[config.mk]
export PLATFORM = sky130hd
export DESIGN_NAME = spg_ctrl
export DESIGN_NICKNAME = d
export VERILOG_FILES = /design/src/hw/rtl/spg_pkg.sv /design/src/hw/rtl/spg_ctrl.sv
export SDC_FILE = /design/constraint.sdc
export NUM_CORES = 1
export LEC_CHECK = 0
export ABC_CLOCK_PERIOD_IN_PS = 3200
export BUFFER_PORTS_ARGS = -buffer_cell sky130_fd_sc_hd__buf_2
export CORE_AREA = 3 3 40 42
export DETAILED_ROUTE_END_ITERATION = 6
export DIE_AREA = 0 0 43 45
export GPL_ROUTABILITY_DRIVEN = 1
export PLACE_DENSITY = 0.46
export SETUP_SLACK_MARGIN = 0.3
export SYNTH_ARGS = -nofsm -noshare
export SYNTH_HDL_FRONTEND = slang
export SYNTH_SLANG_ARGS = --single-unit
[constraint.sdc]
create_clock -name clk -period 3.2 [get_ports clk]
set_clock_uncertainty 0.15 [all_clocks]
set_input_delay 0.96 -clock clk [delete_from_list [all_inputs] [get_ports clk]]
set_output_delay 0.96 -clock clk [all_outputs]
set_load 0.03 [all_outputs]
[src/hw/rtl/spg_pkg.sv]
// Shared constants, codes and control types of the sandpile grid.
`default_nettype none

package spg_pkg;

  // Grid geometry
  localparam int GRID_SIZE = 64;
  localparam int ROW_W     = 6;
  localparam int ADDR_W    = 2 * ROW_W;
  localparam int CELLS     = GRID_SIZE * GRID_SIZE;

  // Field widths
  localparam int OP_W  = 2;
  localparam int VAL_W = 31;
  localparam int CNT_W = 12;

  // Sweep scan: write-back lags the topple detection by one row plus one cell
  localparam int LAG            = GRID_SIZE + 1;
  localparam int SCAN_FEED_LAST = CELLS + GRID_SIZE;
  localparam int SCAN_LAST      = SCAN_FEED_LAST + 3;
  localparam int POS_W          = $clog2(SCAN_LAST + 1);

  // Topple-flag line: entry k holds the flag of the cell k+1 behind the newest
  localparam int TSR_LEN   = 2 * GRID_SIZE + 1;
  localparam int TAP_DOWN  = 0;
  localparam int TAP_RIGHT = GRID_SIZE - 1;
  localparam int TAP_SELF  = GRID_SIZE;
  localparam int TAP_LEFT  = GRID_SIZE + 1;
  localparam int TAP_UP    = 2 * GRID_SIZE;

  localparam logic [VAL_W-1:0] CELL_MAX  = '1;
  localparam logic [VAL_W-1:0] TOPPLE_AT = VAL_W'(4);
  localparam logic [CNT_W-1:0] COUNT_MAX = '1;
  localparam logic [ROW_W-1:0] EDGE_LAST = ROW_W'(GRID_SIZE - 1);

  typedef enum logic [OP_W-1:0] {
    OP_ADD   = 2'd0,
    OP_SWEEP = 2'd1,
    OP_READ  = 2'd2,
    OP_NONE  = 2'd3
  } op_t;

  typedef enum logic [2:0] {
    ST_CLEAR,
    ST_IDLE,
    ST_SWEEP,
    ST_READ,
    ST_UPDATE,
    ST_RESP
  } state_t;

  typedef struct packed {
    logic clear_en;
    logic load_item;
    logic scan_en;
    logic rd_item;
    logic update;
    logic push;
  } dp_cmd_t;

  typedef struct packed {
    logic clear_last;
    logic scan_last;
    logic out_free;
  } dp_status_t;

endpackage

`default_nettype wire

[src/hw/rtl/spg_ctrl.sv]
// Controller state machine of the sandpile grid.
`default_nettype none

module spg_ctrl (
  input  wire                  clk,
  input  wire                  rst,
  input  wire                  req_valid,
  input  spg_pkg::op_t         req_op,
  output logic                 req_ready,
  output spg_pkg::dp_cmd_t     cmd,
  input  spg_pkg::dp_status_t  status
);

  spg_pkg::state_t state;
  spg_pkg::state_t state_next;

  // Hold state; reset starts the clearing pass
  always_ff @(posedge clk) begin
    if (rst) begin
      state <= spg_pkg::ST_CLEAR;
    end else begin
      state <= state_next;
    end
  end

  // Sequence each item and drive datapath commands
  always_comb begin
    state_next = state;
    cmd        = '0;
    req_ready  = 1'b0;
    unique case (state)
      spg_pkg::ST_CLEAR: begin
        cmd.clear_en = 1'b1;
        if (status.clear_last) begin
          state_next = spg_pkg::ST_IDLE;
        end
      end
      spg_pkg::ST_IDLE: begin
        req_ready = 1'b1;
        if (req_valid) begin
          cmd.load_item = 1'b1;
          unique case (req_op) inside
            spg_pkg::OP_ADD, spg_pkg::OP_READ: state_next = spg_pkg::ST_READ;
            spg_pkg::OP_SWEEP:                 state_next = spg_pkg::ST_SWEEP;
            default:                           state_next = spg_pkg::ST_RESP;
          endcase
        end
      end
      spg_pkg::ST_SWEEP: begin
        cmd.scan_en = 1'b1;
        if (status.scan_last) begin
          state_next = spg_pkg::ST_READ;
        end
      end
      spg_pkg::ST_READ: begin
        cmd.rd_item = 1'b1;
        state_next  = spg_pkg::ST_UPDATE;
      end
      spg_pkg::ST_UPDATE: begin
        cmd.update = 1'b1;
        state_next = spg_pkg::ST_RESP;
      end
      spg_pkg::ST_RESP: begin
        if (status.out_free) begin
          cmd.push   = 1'b1;
          state_next = spg_pkg::ST_IDLE;
        end
      end
      default: begin
        state_next = spg_pkg::ST_CLEAR;
      end
    endcase
  end

endmodule

`default_nettype wire

# Word-level counts from Yosys, hierarchy flattened
# Index checks and enable logic that the tools add are counted.
[totals]
out_inout_bits = 7
ff_bits = 3
elab_cells = 31
inputBits = 8
[op_classes]
reduce_logical = 4
muxes = 15
eq_ne = 11
[op_table]
columns = ["op", "count"]
rows = [
  ["3-bit one-hot mux with 6 select lines", 1],
  ["3-bit two-way mux", 4],
  ["1-bit two-way mux", 9],
  ["2-bit inequality test (second input constant)", 4],
  ["3-bit by 2-bit equality test with 1-bit output (second input constant)", 2],
  ["3-bit equality test (second input constant)", 2],
  ["3-bit one-hot mux with 2 select lines", 1],
  ["4-bit AND reduction", 1],
  ["3-bit by 1-bit equality test with 1-bit output (second input constant)", 1],
  ["3-bit zero test", 1],
  ["2-bit by 1-bit equality test with 1-bit output (second input constant)", 1],
  ["2-bit equality test (second input constant)", 1],
  ["2-bit zero test", 1],
  ["2-bit OR reduction", 1],
]

# Longest topological paths before layout
# Gate-level depths: netlist (run 1).
[logic_depth]
depth_word = 5
mapped_depth = 4
mapped_depth_nobuf = 3

# Worst setup path before layout (run 1)
# Ideal clock, no wire load.
[synth_path]
path_kind = "input to output"
from = "in req_valid"
to = "out cmd[4] in the netlist's numbering"
path_buffers = 0
arrival_time_ps = 1691
required_time_ps = 2090
path_slack_ps = 399
stages = 1
cell_sequence = "nor3b_1"
[synth_between]
elab_chain_len = 2
[synth_lines]
columns = ["item", "line", "rtl"]
rows = [
  ["start: declaration", "spg_ctrl.sv:7", "input wire req_valid,"],
  ["1-bit two-way mux", "spg_ctrl.sv:40", "if (req_valid) begin"],
  ["1-bit two-way mux", "spg_ctrl.sv:31", "unique case (state)"],
  ["end: declaration", "spg_ctrl.sv:10", "output spg_pkg::dp_cmd_t cmd,"],
]
# No other way between the ends.

==> results of run 1 <==
[cell type report]
type                            count  area share
Inverter                            1      0.0105
Tap cell                           15      0.0524
Sequential cell                     3       0.168
Multi-Input combinational cell     27       0.500
Clock buffer                        4      0.0734
Timing Repair Buffer               14       0.196
[power by group]
group	total, mW	internal [mW]	switching [mW]
Clock	0.0657	0.0467	0.0190
Sequential	0.0611	0.0440	0.0171
Combinational	0.0886	0.0354	0.0533
Total	0.215	0.126	0.0894
[layer usage]
layer | global-route usage | up-vias | part of all wire
met4 | 0.0181 | 0 | 0
met5 | 0 | - | 0
met2 | 0.0868 | 15 | 0.39
li1 | - | 156 | -
met1 | 0.0863 | 133 | 0.49
met3 | 0.0319 | 0 | 0.11
[cells in the final DEF, fill, tap and decap left out, drive strengths merged]
cell and n:
buf 14, nor2 4, clkbuf 4, nand2b 3
nor3b 3, nor3 3, dfxtp 3, a21oi 2
nand2 2, a2111oi 2, inv 1, and4 1
a31o 1, nor2b 1, nor4bb 1, or3 1
mux2 1, nand4 1, a211oi 1
[critical path, cell delays in order]
cell     delay [ns]
buf_2          0.12
nor3b_1        0.17
buf_2          0.22
[through the flow]
stage / power [mW] / setup slack (ns) / hold WS (ns) / area [um2] / cells
6_report: 0.215 / 0.622 / 0.497 / 358 / 64
5_1_grt: 0.231 / 0.550 / 0.545 / 358 / 64
4_1_cts: 0.221 / 0.615 / 0.498 / 358 / 64
3_5_place_dp: 0.151 / 0.625 / 0.492 / 332 / 60
3_3_place_gp: 0.152 / 0.634 / 0.507 / 332 / 60
2_1_floorplan: 0.132 / 0.399 / 0.390 / 263 / 34
[kinds of logic after synthesis]
family          after synthesis  synth area share
mux                           1            0.0429
simple gates                 20             0.443
compound gates                6             0.195
buf+inv                       4            0.0904
flops                         3             0.229
[worst min path at each step]
stage / start / to / cells after the start
after detailed placement: state[0]$_SDFFE_PP0P_ / state[1]$_SDFFE_PP0P_ / 2
after CTS: state[2]$_SDFFE_PP0P_ / state[1]$_SDFFE_PP0P_ / 1
final: state[2]$_SDFFE_PP0P_ / state[1]$_SDFFE_PP0P_ / 1
after floorplan: state[1]$_SDFFE_PP0P_ / state[1]$_SDFFE_PP0P_ / 3
after global placement: state[2]$_SDFFE_PP0P_ / state[1]$_SDFFE_PP0P_ / 1
after global routing: state[0]$_SDFFE_PP0P_ / state[1]$_SDFFE_PP0P_ / 2
==> run_summary.xml, run 1 <==
<?xml version="1.0" encoding="UTF-8"?>
<metrics>
  <group name="floorplan">
    <metric name="pin_count" unit="">15</metric>
    <metric name="floorplan.core_area" unit="um2">1280</metric>
    <metric name="num_rows" unit="">13</metric>
    <metric name="die_height" unit="um">45</metric>
    <metric name="die_w" unit="um">43</metric>
    <metric name="initial_core_util" unit="">0.204</metric>
    <metric name="die_footprint" unit="um2">1940</metric>
  </group>
  <group name="critical_path">
    <metric name="ff2ff_setup_slack" unit="ns">1.70</metric>
    <metric name="setup.worst_path.start_class" unit="">input pin</metric>
    <metric name="crit_path_end_kind" unit="">output pin</metric>
    <metric name="required" unit="ns">2.09</metric>
    <metric name="ff2ff_path_depth" unit="">3</metric>
    <metric name="worstPathMaxFanout" unit="">5</metric>
    <metric name="timing.setup.critical_path_class" unit="">in -&gt; out</metric>
    <metric name="critical_path.startpoint" unit="">req_valid</metric>
    <metric name="critical_path_arrival" unit="ns">1.47</metric>
    <metric name="worstReg2RegStart" unit="">state[0]$_SDFFE_PP0P_</metric>
    <metric name="crit-reg2reg-capture" unit="">state[2]$_SDFFE_PP0P_</metric>
    <metric name="endpoint" unit="">cmd[4]</metric>
  </group>
  <group name="final_layout">
    <metric name="final_layout_size_suffix_gt1_frac" unit="">0.367</metric>
    <metric name="final_nets" unit="">58</metric>
    <metric name="utilization" unit="">0.278</metric>
    <metric name="fill_cells" unit="">150</metric>
    <metric name="ff_latch_area" unit="um2">60.1</metric>
    <metric name="largest_register" unit="">state</metric>
    <metric name="layout-area-overhead-vs-synth" unit="%">36.2</metric>
    <metric name="number_of_flip_flops_in_the_largest_register" unit="">3</metric>
    <metric name="reg_top3" unit="">state (3)</metric>
    <metric name="multi_input_area" unit="um2">179</metric>
    <metric name="antennaDiodeCount" unit="">0</metric>
  </group>
  <group name="status">
    <metric name="run_status" unit="">finished, final reports clean</metric>
  </group>
  <group name="power_and_ir_drop">
    <metric name="power_leakage" unit="nW">0.156</metric>
    <metric name="power_density" unit="nW/um2">602</metric>
    <metric name="vdd.ir_drop.worst" unit="V">0.000230</metric>
  </group>
  <group name="clock_network">
    <metric name="max-clock-path-buffers" unit="">2</metric>
    <metric name="clk_pin_slew" unit="ns">0.04</metric>
    <metric name="cts_tree" unit="">built</metric>
    <metric name="ctsHtreeMaxLevel" unit="">1</metric>
    <metric name="clock_latency" unit="ns">0.23</metric>
    <metric name="cts_root_buffer" unit="">clkbuf_4</metric>
    <metric name="ctsResizeCount" unit="">0</metric>
    <metric name="hold_buffers" unit="">0</metric>
    <metric name="cts-buffers-inserted" unit="">3</metric>
    <metric name="clock_sink_count" unit="">3</metric>
    <metric name="post_cts.repair.setup_buffers" unit="">0</metric>
  </group>
  <group name="route">
    <metric name="totalWireLength" unit="um">653</metric>
    <metric name="first_pass_iters" unit="">5</metric>
    <metric name="drt-vias-per-instance" unit="">4.75</metric>
    <metric name="ant_nets" unit="">0</metric>
    <metric name="wl_per_cell" unit="um">10.2</metric>
    <metric name="drcViolationCount" unit="">0</metric>
    <metric name="drc_marker_count_from_the_first_detailed_route_iteration" unit="">8</metric>
    <metric name="via_count" unit="">304</metric>
  </group>
  <group name="grt">
    <metric name="grt_pass1_wl" unit="um">938</metric>
    <metric name="antenna_violations_before_repair" unit="">0</metric>
    <metric name="gr_util_all_layers" unit="">0.0632</metric>
    <metric name="grt_overflow_total" unit="">0</metric>
    <metric name="grt_start_max_net_pins" unit="">13</metric>
    <metric name="grt_pass1_vias" unit="">231</metric>
  </group>
  <group name="sta">
    <metric name="final.period_utilization" unit="">0.805</metric>
    <metric name="timing.final.setup_violations" unit="">0</metric>
    <metric name="timing.max_slew.rel_slack" unit="">0.706</metric>
    <metric name="timing.setup.tns" unit="ns">0</metric>
    <metric name="timing_hold_violations_final" unit="">0</metric>
    <metric name="rsz0062_at_grt" unit="">no</metric>
    <metric name="fmax" unit="GHz">0.388</metric>
    <metric name="worst_margin_slew" unit="ns">0.439</metric>
    <metric name="timing.final.crit_period" unit="ns">2.58</metric>
    <metric name="report.final.slew_viol_count" unit="">0</metric>
  </group>
  <group name="synth">
    <metric name="yosysTopAreaCellShare" unit="">0.229</metric>
    <metric name="yosys_warnings" unit="">0</metric>
    <metric name="synth_enable_flop_cells" unit="">0</metric>
    <metric name="synth_flop_cell" unit="">dfxtp_1</metric>
    <metric name="netlist_area" unit="um2">263</metric>
    <metric name="syn_area_per_cell" unit="um2">7.73</metric>
    <metric name="seq_area_frac_synth" unit="">0.229</metric>
    <metric name="postSynthCellCount" unit="">34</metric>
    <metric name="synth.cells.most_frequent" unit="">4 x nor2_1, 3 x dfxtp_1, 3 x nand2b_1, 3 x nor3_1, 3 x nor3b_1</metric>
    <metric name="synthDominantAreaCellType" unit="">dfxtp_1</metric>
    <metric name="syn-num-nets" unit="">42</metric>
    <metric name="synth.most_common_cell" unit="">nor2_1</metric>
    <metric name="synth_area_leaders" unit="">dfxtp_1 23%, nor3b_1 8.6%, nand2b_1 7.1%</metric>
    <metric name="yosysUniqueCellTypes" unit="">20</metric>
    <metric name="yosys_register_bits" unit="">3</metric>
    <metric name="synthArstFlopShare" unit="">0</metric>
  </group>
  <group name="place">
    <metric name="dp_hpwl" unit="um">496</metric>
    <metric name="place_congestion" unit="">0.685</metric>
    <metric name="io_buffer_count" unit="">14</metric>
  </group>
  <group name="job">
    <metric name="timing.max_cap.violations" unit="">0</metric>
  </group>
  <group name="min_path">
    <metric name="worst_hold_path_type" unit="">reg -&gt; reg</metric>
  </group>
</metrics>
Note: power is estimated with default switching activity, not from simulation.
==> inputs of run 2 (changes only) <==
- ABC_AREA: default -> 1
- ABC_CLOCK_PERIOD_IN_PS: 3200 -> 2540
- PLACE_DENSITY: 0.46 -> 0.5
- clock period: 3.2 -> 2.54 ns (I/O delays scaled with it)
==> run_summary.xml, run 2 <==
<?xml version="1.0" encoding="UTF-8"?>
<metrics>
  <group name="critical_path">
    <metric name="critical_path_arrival" unit="ns">1.20</metric>
    <metric name="worstReg2RegStart" unit="">state[2]$_SDFFE_PP0P_</metric>
    <metric name="critical_path.startpoint" unit="">state[0]$_SDFFE_PP0P_</metric>
    <metric name="cp_cell_sequence" unit="">inv_2 &gt; nor2_2 &gt; inv_1 &gt; nor2_1 &gt; buf_2</metric>
    <metric name="endpoint" unit="">cmd[2]</metric>
    <metric name="critPathSlowestCell" unit="">dfxtp_1</metric>
    <metric name="required" unit="ns">1.63</metric>
    <metric name="worstPathMaxFanout" unit="">7</metric>
    <metric name="ff2ff_path_depth" unit="">7</metric>
    <metric name="timing.setup.critical_path_class" unit="">reg -&gt; out</metric>
    <metric name="max_stage_delay" unit="ns">0.47</metric>
    <metric name="crit_path_end_kind" unit="">output pin</metric>
    <metric name="setup.worst_path.start_class" unit="">register</metric>
    <metric name="ff2ff_setup_slack" unit="ns">1.20</metric>
    <metric name="crit-reg2reg-capture" unit="">state[1]$_SDFFE_PP0P_</metric>
  </group>
  <group name="grt">
    <metric name="grt_start_max_net_pins" unit="">9</metric>
    <metric name="met2_usage" unit="">0.120</metric>
    <metric name="grtUsageMet1" unit="">0.0983</metric>
    <metric name="gr_util_all_layers" unit="">0.0848</metric>
    <metric name="grt_use_met3" unit="">0.0359</metric>
    <metric name="antenna_violations_before_repair" unit="">0</metric>
    <metric name="grt_overflow_total" unit="">0</metric>
    <metric name="grt_pass1_vias" unit="">311</metric>
    <metric name="globalRoute.busiestLayer" unit="">met2</metric>
    <metric name="grt_pass1_wl" unit="um">1190</metric>
  </group>
  <group name="power_and_ir_drop">
    <metric name="p_int" unit="mW">0.241</metric>
    <metric name="sw_frac_of_total" unit="">0.555</metric>
    <metric name="power_frac_seq" unit="">0.210</metric>
    <metric name="vdd.ir_drop.worst" unit="V">0.000370</metric>
    <metric name="combPwrFrac" unit="">0.635</metric>
    <metric name="design_power_total" unit="mW">0.541</metric>
    <metric name="power_density" unit="nW/um2">1310</metric>
    <metric name="power_leakage" unit="nW">0.255</metric>
    <metric name="power.net_switching" unit="mW">0.300</metric>
    <metric name="power.clock.fraction" unit="">0.155</metric>
  </group>
  <group name="clock_network">
    <metric name="ctsHtreeMaxLevel" unit="">1</metric>
    <metric name="hold_buffers" unit="">0</metric>
    <metric name="cts_root_buffer" unit="">clkbuf_4</metric>
    <metric name="max-clock-path-buffers" unit="">2</metric>
    <metric name="clock_sink_count" unit="">3</metric>
    <metric name="cts_tree" unit="">built</metric>
    <metric name="clk_pin_slew" unit="ns">0.04</metric>
    <metric name="cts-buffers-inserted" unit="">3</metric>
    <metric name="ctsResizeCount" unit="">0</metric>
    <metric name="clock_latency" unit="ns">0.23</metric>
    <metric name="post_cts.repair.setup_buffers" unit="">0</metric>
  </group>
  <group name="sta">
    <metric name="worst_margin_slew" unit="ns">0.341</metric>
    <metric name="timing_hold_violations_final" unit="">0</metric>
    <metric name="rsz0062_at_grt" unit="">no</metric>
    <metric name="timing.max_slew.rel_slack" unit="">0.772</metric>
    <metric name="timing.setup.tns" unit="ns">0</metric>
    <metric name="timing.final.setup_violations" unit="">0</metric>
    <metric name="final.period_utilization" unit="">0.830</metric>
    <metric name="fmax" unit="GHz">0.474</metric>
    <metric name="report.final.slew_viol_count" unit="">0</metric>
    <metric name="final_critical_path_setup_slack" unit="ns">0.431</metric>
    <metric name="timing.final.crit_period" unit="ns">2.11</metric>
  </group>
  <group name="final_layout">
    <metric name="number_of_flip_flops_in_the_largest_register" unit="">3</metric>
    <metric name="mostFrequentLayoutCells" unit="">14 x buf_2, 12 x nor2_1, 10 x inv_1</metric>
    <metric name="post_layout_nonfiller_instances" unit="">88</metric>
    <metric name="utilization" unit="">0.321</metric>
    <metric name="reg_top3" unit="">state (3)</metric>
    <metric name="multi_input_area" unit="um2">183</metric>
    <metric name="final_nets" unit="">82</metric>
    <metric name="antennaDiodeCount" unit="">0</metric>
    <metric name="layout-area-overhead-vs-synth" unit="%">35.2</metric>
    <metric name="layout_commonest_cell" unit="">buf_2</metric>
    <metric name="largest_register" unit="">state</metric>
    <metric name="fill_cells" unit="">151</metric>
    <metric name="final_layout_size_suffix_gt1_frac" unit="">0.370</metric>
    <metric name="ff_latch_area" unit="um2">60.1</metric>
  </group>
  <group name="synth">
    <metric name="yosysTopAreaCellShare" unit="">0.197</metric>
    <metric name="synth_flop_cell" unit="">dfxtp_1</metric>
    <metric name="synth.most_common_cell" unit="">nor2_1</metric>
    <metric name="postSynthCellCount" unit="">56</metric>
    <metric name="yosys_register_bits" unit="">3</metric>
    <metric name="netlist_area" unit="um2">305</metric>
    <metric name="seq_area_frac_synth" unit="">0.197</metric>
    <metric name="synth_enable_flop_cells" unit="">0</metric>
    <metric name="syn_area_per_cell" unit="um2">5.45</metric>
    <metric name="yosys_warnings" unit="">0</metric>
    <metric name="synth.cells.most_frequent" unit="">12 x nor2_1, 10 x inv_1, 9 x nand2_1, 4 x nand3_1</metric>
    <metric name="synth_area_leaders" unit="">dfxtp_1 20%, nor2_1 15%, inv_1 12%</metric>
    <metric name="syn-num-nets" unit="">64</metric>
    <metric name="synthDominantAreaCellType" unit="">dfxtp_1</metric>
    <metric name="synthArstFlopShare" unit="">0</metric>
    <metric name="yosysUniqueCellTypes" unit="">18</metric>
  </group>
  <group name="floorplan">
    <metric name="num_rows" unit="">13</metric>
    <metric name="die_height" unit="um">45</metric>
    <metric name="pin_count" unit="">15</metric>
    <metric name="floorplan.core_area" unit="um2">1280</metric>
    <metric name="die_w" unit="um">43</metric>
    <metric name="die_footprint" unit="um2">1940</metric>
    <metric name="initial_core_util" unit="">0.238</metric>
  </group>
  <group name="place">
    <metric name="preCtsSetupSlack" unit="ns">0.437</metric>
    <metric name="dp_hpwl" unit="um">570</metric>
    <metric name="place_congestion" unit="">0.794</metric>
    <metric name="placed_cells" unit="">84</metric>
    <metric name="io_buffer_count" unit="">14</metric>
  </group>
  <group name="route">
    <metric name="totalWireLength" unit="um">696</metric>
    <metric name="first_pass_iters" unit="">4</metric>
    <metric name="drcViolationCount" unit="">0</metric>
    <metric name="drc_marker_count_from_the_first_detailed_route_iteration" unit="">1</metric>
    <metric name="ant_nets" unit="">0</metric>
    <metric name="wl_per_cell" unit="um">7.91</metric>
    <metric name="drt-vias-per-instance" unit="">4.05</metric>
    <metric name="via_count" unit="">356</metric>
  </group>
  <group name="min_path">
    <metric name="worst_hold_path_type" unit="">reg -&gt; reg</metric>
  </group>
  <group name="job">
    <metric name="timing.max_cap.violations" unit="">0</metric>
  </group>
  <group name="status">
    <metric name="run_status" unit="">finished, final reports clean</metric>
  </group>
</metrics>
-- run 2: changes by cell type in the layout (fill, tap and decap cells not counted), moves of 2 or more --
cell	before	now
nand2_1	2	9
nand2b_1	3	0
nand3_1	0	4
nor2_1	4	12
nor2_2	0	3
inv_2	0	3
inv_1	1	10
nor3b_1	3	0
nor3_1	3	1
-- run 2: power by group through the flow --
stage | clock network [mW] | logic (mW) | registers, mW
after detailed placement | 0 | 0.348 | 0.114
after global routing | 0.0936 | 0.393 | 0.120
after CTS | 0.0884 | 0.349 | 0.113
after floorplan | 0 | 0.304 | 0.0881
final | 0.0836 | 0.343 | 0.114
after global placement | 0 | 0.348 | 0.117
-- run 2: cell type report --
class | count | share of cell area
Sequential cell | 3 | 0.145
Tap cell | 15 | 0.0455
Timing Repair Buffer | 14 | 0.170
Inverter | 14 | 0.133
Multi-Input combinational cell | 38 | 0.442
Clock buffer | 4 | 0.0636
-- run 2: worst min-delay path by stage --
stage | from | end | slack (ns) | depth (start not counted)
after detailed placement | state[1]$_SDFFE_PP0P_ | state[1]$_SDFFE_PP0P_ | 0.40 | 2
after global routing | state[1]$_SDFFE_PP0P_ | state[1]$_SDFFE_PP0P_ | 0.44 | 2
after floorplan | state[1]$_SDFFE_PP0P_ | state[1]$_SDFFE_PP0P_ | 0.36 | 2
after global placement | state[1]$_SDFFE_PP0P_ | state[1]$_SDFFE_PP0P_ | 0.39 | 2
final | state[1]$_SDFFE_PP0P_ | state[1]$_SDFFE_PP0P_ | 0.40 | 2
after CTS | state[1]$_SDFFE_PP0P_ | state[1]$_SDFFE_PP0P_ | 0.40 | 2
-- run 2: metal layers --
metal	vias to the layer above	routed length (um)
li1	204	-
met1	139	325
met2	11	299
met3	2	54
met4	0	17
met5	-	0
-- run 2: worst max-delay path, delay by kind of cell, from the launching register on --
kind / cells / cell delay (ns)
flip-flops: 1 / 0.47
buffers and inverters: 3 / 0.33
AND/OR/NAND/NOR: 2 / 0.17
-- run 2: logic make-up after synthesis --
family	after synthesis	share of synthesized area
and+or+nand+nor	34	0.520
buffers and inverters	15	0.205
AOI/OAI and AO/OA	4	0.0778
DFF	3	0.197
-- run 2: per-stage QoR --
stage,area (um2),hold slack [ns]
6_report,413,0.398
5_1_grt,413,0.441
4_1_cts,413,0.404
3_5_place_dp,387,0.400
3_3_place_gp,387,0.392
2_1_floorplan,305,0.361
